### config.mk
export PLATFORM = sky130hd
export DESIGN_NAME = coalescent_tree_event_step_core
export DESIGN_NICKNAME = d
export VERILOG_FILES = /design/src/rtl/core/ctes_pkg.sv /design/src/rtl/core/ctes_ram.sv /design/src/rtl/core/ctes_alu.sv /design/src/rtl/core/ctes_ctrl.sv /design/src/rtl/core/coalescent_tree_event_step_core.sv
export VERILOG_INCLUDE_DIRS = /design/src /design/src/rtl/core
export SDC_FILE = /design/constraint.sdc
export NUM_CORES = 2
export LEC_CHECK = 0
export BUFFER_PORTS_ARGS = -buffer_cell sky130_fd_sc_hd__buf_2
export CAP_MARGIN = 10
export CORE_ASPECT_RATIO = 0.8
export CORE_MARGIN = 8
export CORE_UTILIZATION = 64
export DETAILED_ROUTE_END_ITERATION = 12
export GPL_TIMING_DRIVEN = 0
export PLACE_DENSITY = 0.81
export REMOVE_ABC_BUFFERS = 1
export SLEW_MARGIN = 10
export SYNTH_ARGS = -nofsm -noshare
export SYNTH_HDL_FRONTEND = slang
export SYNTH_SLANG_ARGS = --single-unit
### constraint.sdc
create_clock -name clk -period 15.9 [get_ports clk]
set_input_delay 3.18 -clock clk [delete_from_list [all_inputs] [get_ports clk]]
set_output_delay 3.18 -clock clk [all_outputs]
set_load 0.1 [all_outputs]
### src/rtl/core/coalescent_tree_event_step_core_defines.svh
// assertion macros shared by the coalescent tree event step rtl
`ifndef COALESCENT_TREE_EVENT_STEP_CORE_DEFINES_SVH
`define COALESCENT_TREE_EVENT_STEP_CORE_DEFINES_SVH

`ifndef NO_ASSERTIONS
`define CTES_ASSERT(lbl, prop, msg) \
  lbl: assert property (@(posedge clk) disable iff (!rst_n) prop) else $error(msg);
`define CTES_NEVER(lbl, expr, msg) \
  lbl: assert property (@(posedge clk) disable iff (!rst_n) !(expr)) else $error(msg);
`else
`define CTES_ASSERT(lbl, prop, msg)
`define CTES_NEVER(lbl, expr, msg)
`endif

`endif

### src/rtl/core/ctes_pkg.sv
// types, constants and codes of the coalescent tree event step core
package ctes_pkg;

  localparam int MAX_SAMPLE = 64;
  localparam int PATH_LEN   = 25;
  localparam int SEQ_AW     = $clog2(MAX_SAMPLE);
  localparam int CNT_W      = 7;
  localparam int MULT_W     = 7;
  localparam int PATH_W     = 5;
  localparam int ENT_W      = PATH_W + MULT_W;
  localparam int DRAW_W     = 15;
  localparam int THETA_W    = 16;
  localparam int SITE_W     = 12;
  localparam int OP_B_W     = 17;
  localparam int PROD_W     = DRAW_W + OP_B_W;
  localparam int FRAC_W     = 8;

  localparam int IN_TDATA_W  = 32;
  localparam int OUT_TDATA_W = 32;
  localparam int OUT_TUSER_W = 3;
  localparam int CFG_IDX_W   = 1;
  localparam int CFG_DATA_W  = 16;

  localparam logic [CNT_W-1:0]   SAMPLE_RESET = 7'd2;
  localparam logic [THETA_W-1:0] THETA_RESET  = 16'd256;
  localparam logic [ENT_W-1:0]   ENT_RESET    = {5'd1, 7'd2};

  typedef enum logic [CFG_IDX_W-1:0] {
    CFG_SAMPLE_SIZE = 1'b0,
    CFG_THETA_Q     = 1'b1
  } cfg_reg_t;

  typedef enum logic [2:0] {
    STAT_LINEAGE    = 3'd0,
    STAT_MUT_SINGLE = 3'd1,
    STAT_SPLIT      = 3'd2,
    STAT_COMPLETE   = 3'd3,
    STAT_PATH_FULL  = 3'd4,
    STAT_IGNORED    = 3'd5,
    STAT_RESTARTED  = 3'd6
  } status_t;

  typedef enum logic [1:0] {
    PH_RUN  = 2'd0,
    PH_DONE = 2'd1,
    PH_ERR  = 2'd2
  } phase_t;

  typedef enum logic [2:0] {
    S_IDLE,
    S_DECIDE,
    S_SCAN,
    S_CHECK,
    S_EVENT,
    S_SPLIT,
    S_EMIT
  } state_t;

  typedef struct packed {
    logic              mul_en;
    logic [DRAW_W-1:0] a;
    logic [OP_B_W-1:0] b;
    logic [CNT_W-1:0]  cmp_k;
    logic              cmp_scale;
  } alu_req_t;

  typedef struct packed {
    logic              we;
    logic [SEQ_AW-1:0] waddr;
    logic [ENT_W-1:0]  wdata;
    logic              re;
    logic [SEQ_AW-1:0] raddr;
  } ram_req_t;

  typedef struct packed {
    status_t           status;
    logic [SEQ_AW-1:0] seq_index;
    logic [SEQ_AW-1:0] new_seq_index;
    logic [SITE_W-1:0] site_number;
    logic [CNT_W-1:0]  lineages;
    logic              tree_done;
  } result_t;

endpackage

### src/rtl/core/ctes_ram.sv
// generic single write port ram with registered read
module ctes_ram #(
  parameter int WIDTH = 12,
  parameter int DEPTH = 64
) (
  input  logic                     clk,
  input  logic                     we,
  input  logic [$clog2(DEPTH)-1:0] waddr,
  input  logic [WIDTH-1:0]         wdata,
  input  logic                     re,
  input  logic [$clog2(DEPTH)-1:0] raddr,
  output logic [WIDTH-1:0]         rdata
);

  logic [WIDTH-1:0] mem_r [DEPTH];
  logic [WIDTH-1:0] rdata_r;

  always_ff @(posedge clk) begin
    if (we) begin
      mem_r[waddr] <= wdata;
    end
    if (re) begin
      rdata_r <= mem_r[raddr];
    end
  end

  assign rdata = rdata_r;

endmodule

### src/rtl/core/ctes_alu.sv
// shared multiply and scaled compare unit
module ctes_alu (
  input  logic              clk,
  input  ctes_pkg::alu_req_t req,
  output logic              gt
);
  import ctes_pkg::*;

  localparam int KV_W = CNT_W + DRAW_W;

  logic [PROD_W-1:0] prod_r;
  logic [PROD_W-1:0] prod_nxt;
  logic [KV_W-1:0]   kv;
  logic [PROD_W-1:0] bound;

  assign prod_nxt = PROD_W'(req.a) * PROD_W'(req.b);

  // full scale times k, optionally shifted into q8.8
  assign kv    = {req.cmp_k, {DRAW_W{1'b0}}} - KV_W'(req.cmp_k);
  assign bound = req.cmp_scale ? PROD_W'({kv, {FRAC_W{1'b0}}}) : PROD_W'(kv);
  assign gt    = prod_r > bound;

  always_ff @(posedge clk) begin
    if (req.mul_en) begin
      prod_r <= prod_nxt;
    end
  end

endmodule

### src/rtl/core/ctes_ctrl.sv
// sequencer and tree state of the coalescent tree event step core
`include "coalescent_tree_event_step_core_defines.svh"

module ctes_ctrl (
  input  logic                            clk,
  input  logic                            rst_n,
  input  logic                            in_valid,
  output logic                            in_ready,
  input  logic                            in_mode,
  input  logic [ctes_pkg::DRAW_W-1:0]     in_pick,
  input  logic [ctes_pkg::DRAW_W-1:0]     in_event,
  input  logic [ctes_pkg::CNT_W-1:0]      sample_size,
  input  logic [ctes_pkg::THETA_W-1:0]    theta_q,
  output ctes_pkg::alu_req_t              alu_req,
  input  logic                            alu_gt,
  output ctes_pkg::ram_req_t              ram_req,
  input  logic [ctes_pkg::ENT_W-1:0]      ram_rdata,
  output logic                            res_valid,
  input  logic                            res_ready,
  output ctes_pkg::result_t               res
);
  import ctes_pkg::*;

  state_t            state_r, state_nxt;
  logic              mode_r, mode_nxt;
  logic [DRAW_W-1:0] pick_r, pick_nxt;
  logic [DRAW_W-1:0] event_r, event_nxt;
  logic [SEQ_AW-1:0] j_r, j_nxt;
  logic [CNT_W-1:0]  sum_r, sum_nxt;
  logic [CNT_W-1:0]  lineage_r, lineage_nxt;
  logic [CNT_W-1:0]  seq_count_r, seq_count_nxt;
  logic [SITE_W-1:0] next_site_r, next_site_nxt;
  phase_t            phase_r, phase_nxt;
  logic              fresh0_r, fresh0_nxt;
  status_t           status_r, status_nxt;
  logic [SEQ_AW-1:0] made_r, made_nxt;
  logic [SITE_W-1:0] site_r, site_nxt;

  logic [ENT_W-1:0]  ent;
  logic [MULT_W-1:0] mult_cur;
  logic [PATH_W-1:0] path_cur;
  logic [CNT_W-1:0]  sum_add;
  logic [CNT_W-1:0]  j_inc;
  logic [CNT_W-1:0]  mm;
  logic [CNT_W-1:0]  n_cap;
  logic [OP_B_W-1:0] opb;
  logic              more;
  logic              path_full;
  logic              can_split;
  logic              grow;
  logic              early_stop;

  // entry 0 reads as its reset value until first written
  assign ent      = (fresh0_r && (j_r == '0)) ? ENT_RESET : ram_rdata;
  assign mult_cur = ent[MULT_W-1:0];
  assign path_cur = ent[ENT_W-1:MULT_W];

  assign sum_add    = sum_r + CNT_W'(mult_cur);
  assign j_inc      = CNT_W'(j_r) + CNT_W'(1);
  assign more       = alu_gt && (j_inc < seq_count_r);
  assign mm         = lineage_r - CNT_W'(1);
  assign n_cap      = (sample_size > CNT_W'(MAX_SAMPLE)) ? CNT_W'(MAX_SAMPLE) : sample_size;
  assign opb        = OP_B_W'({mm, {FRAC_W{1'b0}}}) + OP_B_W'(theta_q);
  assign path_full  = path_cur >= PATH_W'(PATH_LEN - 1);
  assign can_split  = (mult_cur != MULT_W'(1)) && (seq_count_r < CNT_W'(MAX_SAMPLE));
  assign grow       = lineage_r < n_cap;
  assign early_stop = mode_r || (phase_r != PH_RUN) || (lineage_r > n_cap);

  always_comb begin
    state_nxt = state_r;
    case (state_r)
      S_IDLE: begin
        if (in_valid) state_nxt = S_DECIDE;
      end
      S_DECIDE: begin
        state_nxt = early_stop ? S_EMIT : S_SCAN;
      end
      S_SCAN: begin
        if (!more) state_nxt = S_CHECK;
      end
      S_CHECK: begin
        state_nxt = path_full ? S_EMIT : S_EVENT;
      end
      S_EVENT: begin
        state_nxt = (alu_gt && can_split) ? S_SPLIT : S_EMIT;
      end
      S_SPLIT: begin
        state_nxt = S_EMIT;
      end
      S_EMIT: begin
        if (res_ready) state_nxt = S_IDLE;
      end
      default: begin
        state_nxt = S_IDLE;
      end
    endcase
  end

  always_comb begin
    in_ready  = 1'b0;
    res_valid = 1'b0;
    alu_req   = '0;
    ram_req   = '0;
    case (state_r)
      S_IDLE: begin
        in_ready = 1'b1;
      end
      S_DECIDE: begin
        alu_req.mul_en = 1'b1;
        alu_req.a      = pick_r;
        alu_req.b      = OP_B_W'(lineage_r);
        ram_req.re     = 1'b1;
        ram_req.raddr  = '0;
      end
      S_SCAN: begin
        alu_req.cmp_k = sum_add;
        ram_req.re    = more;
        ram_req.raddr = j_inc[SEQ_AW-1:0];
      end
      S_CHECK: begin
        alu_req.mul_en = 1'b1;
        alu_req.a      = event_r;
        alu_req.b      = opb;
      end
      S_EVENT: begin
        alu_req.cmp_k     = mm;
        alu_req.cmp_scale = 1'b1;
        if (alu_gt) begin
          ram_req.we = 1'b1;
          if (can_split) begin
            ram_req.waddr = seq_count_r[SEQ_AW-1:0];
            ram_req.wdata = {path_cur + PATH_W'(1), MULT_W'(1)};
          end else begin
            ram_req.waddr = j_r;
            ram_req.wdata = {path_cur + PATH_W'(1), mult_cur};
          end
        end else if (grow) begin
          ram_req.we    = 1'b1;
          ram_req.waddr = j_r;
          ram_req.wdata = {path_cur, mult_cur + MULT_W'(1)};
        end
      end
      S_SPLIT: begin
        ram_req.we    = 1'b1;
        ram_req.waddr = j_r;
        ram_req.wdata = {path_cur, mult_cur - MULT_W'(1)};
      end
      S_EMIT: begin
        res_valid = 1'b1;
      end
      default: begin
      end
    endcase
  end

  always_comb begin
    res.status        = status_r;
    res.seq_index     = j_r;
    res.new_seq_index = made_r;
    res.site_number   = site_r;
    res.lineages      = lineage_r;
    res.tree_done     = phase_r != PH_RUN;
  end

  always_comb begin
    mode_nxt      = mode_r;
    pick_nxt      = pick_r;
    event_nxt     = event_r;
    j_nxt         = j_r;
    sum_nxt       = sum_r;
    lineage_nxt   = lineage_r;
    seq_count_nxt = seq_count_r;
    next_site_nxt = next_site_r;
    phase_nxt     = phase_r;
    fresh0_nxt    = fresh0_r;
    status_nxt    = status_r;
    made_nxt      = made_r;
    site_nxt      = site_r;
    if (ram_req.we && (ram_req.waddr == '0)) fresh0_nxt = 1'b0;
    case (state_r)
      S_IDLE: begin
        if (in_valid) begin
          mode_nxt  = in_mode;
          pick_nxt  = in_pick;
          event_nxt = in_event;
        end
      end
      S_DECIDE: begin
        j_nxt    = '0;
        sum_nxt  = '0;
        made_nxt = '0;
        site_nxt = '0;
        if (mode_r) begin
          lineage_nxt   = CNT_W'(2);
          seq_count_nxt = CNT_W'(1);
          next_site_nxt = SITE_W'(1);
          phase_nxt     = PH_RUN;
          fresh0_nxt    = 1'b1;
          status_nxt    = STAT_RESTARTED;
        end else if (phase_r != PH_RUN) begin
          status_nxt = STAT_IGNORED;
        end else if (lineage_r > n_cap) begin
          phase_nxt  = PH_DONE;
          status_nxt = STAT_COMPLETE;
        end
      end
      S_SCAN: begin
        if (more) begin
          j_nxt   = j_inc[SEQ_AW-1:0];
          sum_nxt = sum_add;
        end
      end
      S_CHECK: begin
        if (path_full) begin
          phase_nxt  = PH_ERR;
          status_nxt = STAT_PATH_FULL;
        end
      end
      S_EVENT: begin
        if (alu_gt) begin
          site_nxt      = next_site_r;
          next_site_nxt = next_site_r + SITE_W'(1);
          if (can_split) begin
            made_nxt      = seq_count_r[SEQ_AW-1:0];
            seq_count_nxt = seq_count_r + CNT_W'(1);
            status_nxt    = STAT_SPLIT;
          end else begin
            status_nxt = STAT_MUT_SINGLE;
          end
        end else if (grow) begin
          lineage_nxt = lineage_r + CNT_W'(1);
          status_nxt  = STAT_LINEAGE;
        end else begin
          lineage_nxt = lineage_r + CNT_W'(1);
          phase_nxt   = PH_DONE;
          status_nxt  = STAT_COMPLETE;
        end
      end
      default: begin
      end
    endcase
  end

  always_ff @(posedge clk) begin
    if (!rst_n) begin
      state_r     <= S_IDLE;
      lineage_r   <= CNT_W'(2);
      seq_count_r <= CNT_W'(1);
      next_site_r <= SITE_W'(1);
      phase_r     <= PH_RUN;
      fresh0_r    <= 1'b1;
    end else begin
      state_r     <= state_nxt;
      lineage_r   <= lineage_nxt;
      seq_count_r <= seq_count_nxt;
      next_site_r <= next_site_nxt;
      phase_r     <= phase_nxt;
      fresh0_r    <= fresh0_nxt;
    end
  end

  always_ff @(posedge clk) begin
    mode_r   <= mode_nxt;
    pick_r   <= pick_nxt;
    event_r  <= event_nxt;
    j_r      <= j_nxt;
    sum_r    <= sum_nxt;
    status_r <= status_nxt;
    made_r   <= made_nxt;
    site_r   <= site_nxt;
  end

  `CTES_ASSERT(a_seq_count_range,
               (seq_count_r != '0) && (seq_count_r <= CNT_W'(MAX_SAMPLE)),
               "sequence count out of range")
  `CTES_ASSERT(a_scan_in_range,
               (state_r == S_SCAN) |-> (CNT_W'(j_r) < seq_count_r),
               "scan index beyond stored sequences")
  `CTES_ASSERT(a_res_held,
               (res_valid && !res_ready) |=> (res_valid && $stable(res)),
               "result lost while stalled")
  `CTES_ASSERT(a_write_states,
               ram_req.we |-> ((state_r == S_EVENT) || (state_r == S_SPLIT)),
               "memory written outside an update step")
  `CTES_NEVER(a_split_slot, (state_r == S_SPLIT) && (made_r == '0),
              "split wrote over the first sequence")

endmodule

### src/rtl/core/coalescent_tree_event_step_core.sv
// top level of the coalescent tree event step core
// One word in, one word out. A restart, or a draw that finds the tree stopped or the sample
// size already passed, goes from the decide step straight to its result.
// A draw walks up to k stored sequences (1 to 64) one memory entry per cycle, and one shared
// multiply and compare unit settles both the pick and the mutation test. The draw passes
// the decide, scan, check and event steps, skips the event step when the path is full and
// adds a split step for a split. The core takes no new word until the current one is
// finished, but a finished result waits in the output register without holding up the
// next word; a second result waits until that register is read. Configuration must be
// written through the cfg port while idle; the core itself does not enforce this.
module coalescent_tree_event_step_core (
  input  logic                                 clk,
  input  logic                                 rst_n,
  input  logic                                 in_tvalid,
  output logic                                 in_tready,
  // pick_draw [14:0], event_draw [29:15], zero [31:30]
  input  logic [ctes_pkg::IN_TDATA_W-1:0]      in_tdata,
  // mode [0]
  input  logic                                 in_tuser,
  output logic                                 out_tvalid,
  input  logic                                 out_tready,
  // seq_index [5:0], new_seq_index [11:6], site_number [23:12], lineages [30:24],
  // tree_done [31]
  output logic [ctes_pkg::OUT_TDATA_W-1:0]     out_tdata,
  // status [2:0]
  output logic [ctes_pkg::OUT_TUSER_W-1:0]     out_tuser,
  input  logic                                 cfg_valid,
  output logic                                 cfg_ready,
  input  logic [ctes_pkg::CFG_IDX_W-1:0]       cfg_index,
  input  logic [ctes_pkg::CFG_DATA_W-1:0]      cfg_data
);
  import ctes_pkg::*;

  logic [CNT_W-1:0]   sample_size_r, sample_size_nxt;
  logic [THETA_W-1:0] theta_q_r, theta_q_nxt;
  logic               out_valid_r, out_valid_nxt;
  result_t            out_res_r, out_res_nxt;

  alu_req_t           alu_req;
  logic               alu_gt;
  ram_req_t           ram_req;
  logic [ENT_W-1:0]   ram_rdata;
  logic               res_valid;
  logic               res_ready;
  result_t            res;

  assign cfg_ready = 1'b1;
  assign res_ready = !out_valid_r || out_tready;

  always_comb begin
    sample_size_nxt = sample_size_r;
    theta_q_nxt     = theta_q_r;
    if (cfg_valid) begin
      case (cfg_index)
        CFG_SAMPLE_SIZE: sample_size_nxt = cfg_data[CNT_W-1:0];
        CFG_THETA_Q:     theta_q_nxt     = cfg_data[THETA_W-1:0];
        default: begin
        end
      endcase
    end
  end

  always_comb begin
    out_valid_nxt = out_valid_r;
    out_res_nxt   = out_res_r;
    if (out_tready) out_valid_nxt = 1'b0;
    if (res_valid && res_ready) begin
      out_valid_nxt = 1'b1;
      out_res_nxt   = res;
    end
  end

  always_ff @(posedge clk) begin
    if (!rst_n) begin
      sample_size_r <= SAMPLE_RESET;
      theta_q_r     <= THETA_RESET;
      out_valid_r   <= 1'b0;
    end else begin
      sample_size_r <= sample_size_nxt;
      theta_q_r     <= theta_q_nxt;
      out_valid_r   <= out_valid_nxt;
    end
  end

  always_ff @(posedge clk) begin
    out_res_r <= out_res_nxt;
  end

  assign out_tvalid = out_valid_r;
  assign out_tuser  = out_res_r.status;
  assign out_tdata  = {out_res_r.tree_done, out_res_r.lineages, out_res_r.site_number,
                       out_res_r.new_seq_index, out_res_r.seq_index};

  ctes_ctrl u_ctrl (
    .clk         (clk),
    .rst_n       (rst_n),
    .in_valid    (in_tvalid),
    .in_ready    (in_tready),
    .in_mode     (in_tuser),
    .in_pick     (in_tdata[DRAW_W-1:0]),
    .in_event    (in_tdata[2*DRAW_W-1:DRAW_W]),
    .sample_size (sample_size_r),
    .theta_q     (theta_q_r),
    .alu_req     (alu_req),
    .alu_gt      (alu_gt),
    .ram_req     (ram_req),
    .ram_rdata   (ram_rdata),
    .res_valid   (res_valid),
    .res_ready   (res_ready),
    .res         (res)
  );

  ctes_alu u_alu (
    .clk (clk),
    .req (alu_req),
    .gt  (alu_gt)
  );

  ctes_ram #(
    .WIDTH (ENT_W),
    .DEPTH (MAX_SAMPLE)
  ) u_seq_ram (
    .clk   (clk),
    .we    (ram_req.we),
    .waddr (ram_req.waddr),
    .wdata (ram_req.wdata),
    .re    (ram_req.re),
    .raddr (ram_req.raddr),
    .rdata (ram_rdata)
  );

endmodule
==> out/results.ini <==
[min_path]
min_path_cells=0
hold_path.class=reg2reg

[clock_tree]
cts.clk_slew.worst_paths_ns=0.06
clk_latency_ns=0.68
postCtsResizedCells=0
hold_buffers=0
post_cts_buffers=0
clk_path_buf_depth=3
clock-sinks=968
h-tree-depth=3
clock-root-buffer=clkbuf_16
cts_tree=built
cts_buffers=91

[timing]
fin_crit_ns=11.56
worstMarginPinSlew_ns=1.33
hold_violations=0
slew_violations=0
timing.hold.ws_ns=0.418
post-route-period-util_pct=72.7
fmax_ghz=0.0865
finalSetupViolCount=0
rsz0062_at_grt=no
fin_worst_skew_ns=0.0301
slew-limit-headroom_pct=11.4

[place]
port-buffer-count=89
dp_hpwl_um=87400
place_congestion=0.981

[drt]
drt-met1-wl_um=51000
wirelength_um=130000
wl_met2_um=56000
dr_wl_met3_um=18400
drt_iter0_drc=5033
vias=33600
drc_errors=0
via_per_inst=6.67
topRoutingLayerUsed=met5
wl_per_cell_um=25.7
ant_nets=0
drtPass1Iterations=6

[synth]
synth_top_area_share_pct=55.2
ys_dominant_reg_cell=edfxtp_1
ys_types=102
yosys-top-cells-area=edfxtp_1 55%, fa_1 7.9%, ha_1 4.1%
syn_inst=3918
yosys_warnings=0
ys_ff_latch=968
syn_area_per_cell_um2=12.7
postSynth.asyncResetShare_pct=0
synth_edf_count=912
yosysSeqAreaShare_pct=57.4
syn_area_um2=49600
synth_top_cell_by_area=edfxtp_1

[floorplan]
die_h_um=265
core_area_um2=77000
die_x_um=327
row_count=91
initial_core_util_pct=64.5
num_io_pins=93
die_area_um2=86800

[grt]
grt_max_degree=93
grt-ovfl-total=0
grt_first_pass_wirelength_um=195000
grt_pass1_vias=32600
gr-usage-all-layers_pct=29.2
antenna_found_initial=7

[setup_path]
required_ns=16.17
end_kind=flop
cp-start-kind=flop
cp_slowest_stage_delay_ns=1.19
crit_type=reg2reg
ff2ff_path_depth=29
path_max_fanout=32
critPathSlowestCell=o32ai_1
worstPathArrival_ns=11.82

[finish]
final.fill_count=4902
areaGrowthSynthToFinish_pct=10.7
final_net_count=4353
register_area_um2=28500
layout_commonest_cell=edfxtp_1
drive_gt1_share_pct=12.4
multi_input_area_um2=19700
final_cell_mix=912 x edfxtp_1, 421 x nand2_1, 218 x a21oi_1

[power]
ir_drop_uv=168
power_uw=9450
p_per_area_nw_per_um2=172
power.leakage_uw=0.0201

[run_status]
status=completed

[run]
cap_violations=0

[layer usage]
layer,vias to the layer above,global-route usage (%)
met5,-,0
met4,10,9.05
met3,344,9.64
met2,2347,42.4
met1,16400,41.9
li1,14500,-
[cells in the mapped netlist, drive strengths merged, types with 15 or more instances]
cell type / instances
nand2: 425
xor2: 27
ha: 162
edfxtp: 912
inv: 219
a31oi: 40
nand3: 55
o211ai: 28
a311oi: 15
a21oi: 221
and2: 36
o221ai: 86
clkbuf: 179
and3: 63
or3: 18
nand4: 19
nor2b: 69
dfxtp: 56
nand2b: 23
a21boi: 27
o22ai: 24
a211oi: 77
mux2i: 112
fa: 195
nor2: 232
o21ai: 164
mux4: 23
mux2: 90
buf: 56
o311ai: 17
nor3: 64
xnor2: 49
[per-stage QoR]
step | setup TNS, ns | utilization [%] | area [um2] | instances | setup slack (ns)
floorplan | -227.28 | - | 48700 | 3683 | -3.55
finish | 0 | 71.4 | 55000 | 5033 | 4.34
CTS | 0 | 71.3 | 54900 | 5028 | 4.73
global route | 0 | 71.4 | 55000 | 5032 | 3.81
global placement | - | 65.5 | 50400 | 4795 | -18.93
detailed placement | 0 | 67.6 | 52000 | 4867 | 4.85
[area by class of cell]
type | instances | area share (%)
inverter | 222 | 1.53
multi-input combinational | 2493 | 35.8
sequential | 968 | 51.9
clock buffer | 117 | 4.38
tap | 1023 | 2.33
clock inverter | 44 | 0.795
antenna | 1 | 0.00455
timing repair buffer | 165 | 3.28
[worst max-delay path, delay by kind of cell (launching register included)]
kind / cells / cell delay [ns]
XOR/XNOR: 1 / 0.16
AO/OA/AOI/OAI: 6 / 2.69
buffers and inverters: 7 / 1.22
adder cells (fa/ha/maj): 5 / 1.47
flip-flops: 1 / 0.90
AND/OR/NAND/NOR: 10 / 4.64
[flip-flops by register name (all words and copies together), names as in the netlist]
register and cells:
u_ctrl.sum_r 7, u_ctrl.phase_r 2, out_tvalid 1, u_ctrl.event_r 15, out_tuser 3, u_ctrl.mode_r 1
u_ctrl.pick_r 15, u_seq_ram.rdata 12, u_alu.prod_r 32, u_seq_ram.mem_r 768, u_ctrl.status_r 3, sample_size_r 7
u_ctrl.seq_count_r 7, out_tdata 32, u_ctrl.site_r 12, u_ctrl.fresh0_r 1, u_ctrl.state_r 3, u_ctrl.j_r 6
theta_q_r 16, u_ctrl.made_r 6, u_ctrl.next_site_r 12, u_ctrl.lineage_r 7
[power breakdown]
| group | leakage [uW] | internal, uW | switching (uW) |
|---|---|---|---|
| sequential | 0.00879 | 3200 | 147 |
| clock | 0.00139 | 1170 | 947 |
| combinational | 0.00989 | 1310 | 2660 |
| total | 0.0201 | 5690 | 3760 |
[worst paths after layout]
kind         slack (ns)                endpoint             start
max                4.34  u_seq_ram.mem_r[59][3]     u_ctrl.j_r[0]
min                0.42           out_tdata[17]  u_ctrl.site_r[5]
max reg2reg        4.34  u_seq_ram.mem_r[59][3]     u_ctrl.j_r[0]
min reg2reg        0.42           out_tdata[17]  u_ctrl.site_r[5]
[kinds of logic (layout without fill, tap and decap cells)]
family	after synthesis	count (layout)	synth area share (%)
and+or+nand+nor	1039	1039	9.68
DFF	968	968	57.4
AOI/OAI and AO/OA	795	795	10.7
buffers and inverters	457	548	3.58
adders and majority gates	357	357	11.9
muxes	225	225	5.34
xor gates and xnor gates	76	76	1.34
other	1	2	0.00755
No activity file was read; power rests on OpenSTA's default activity.
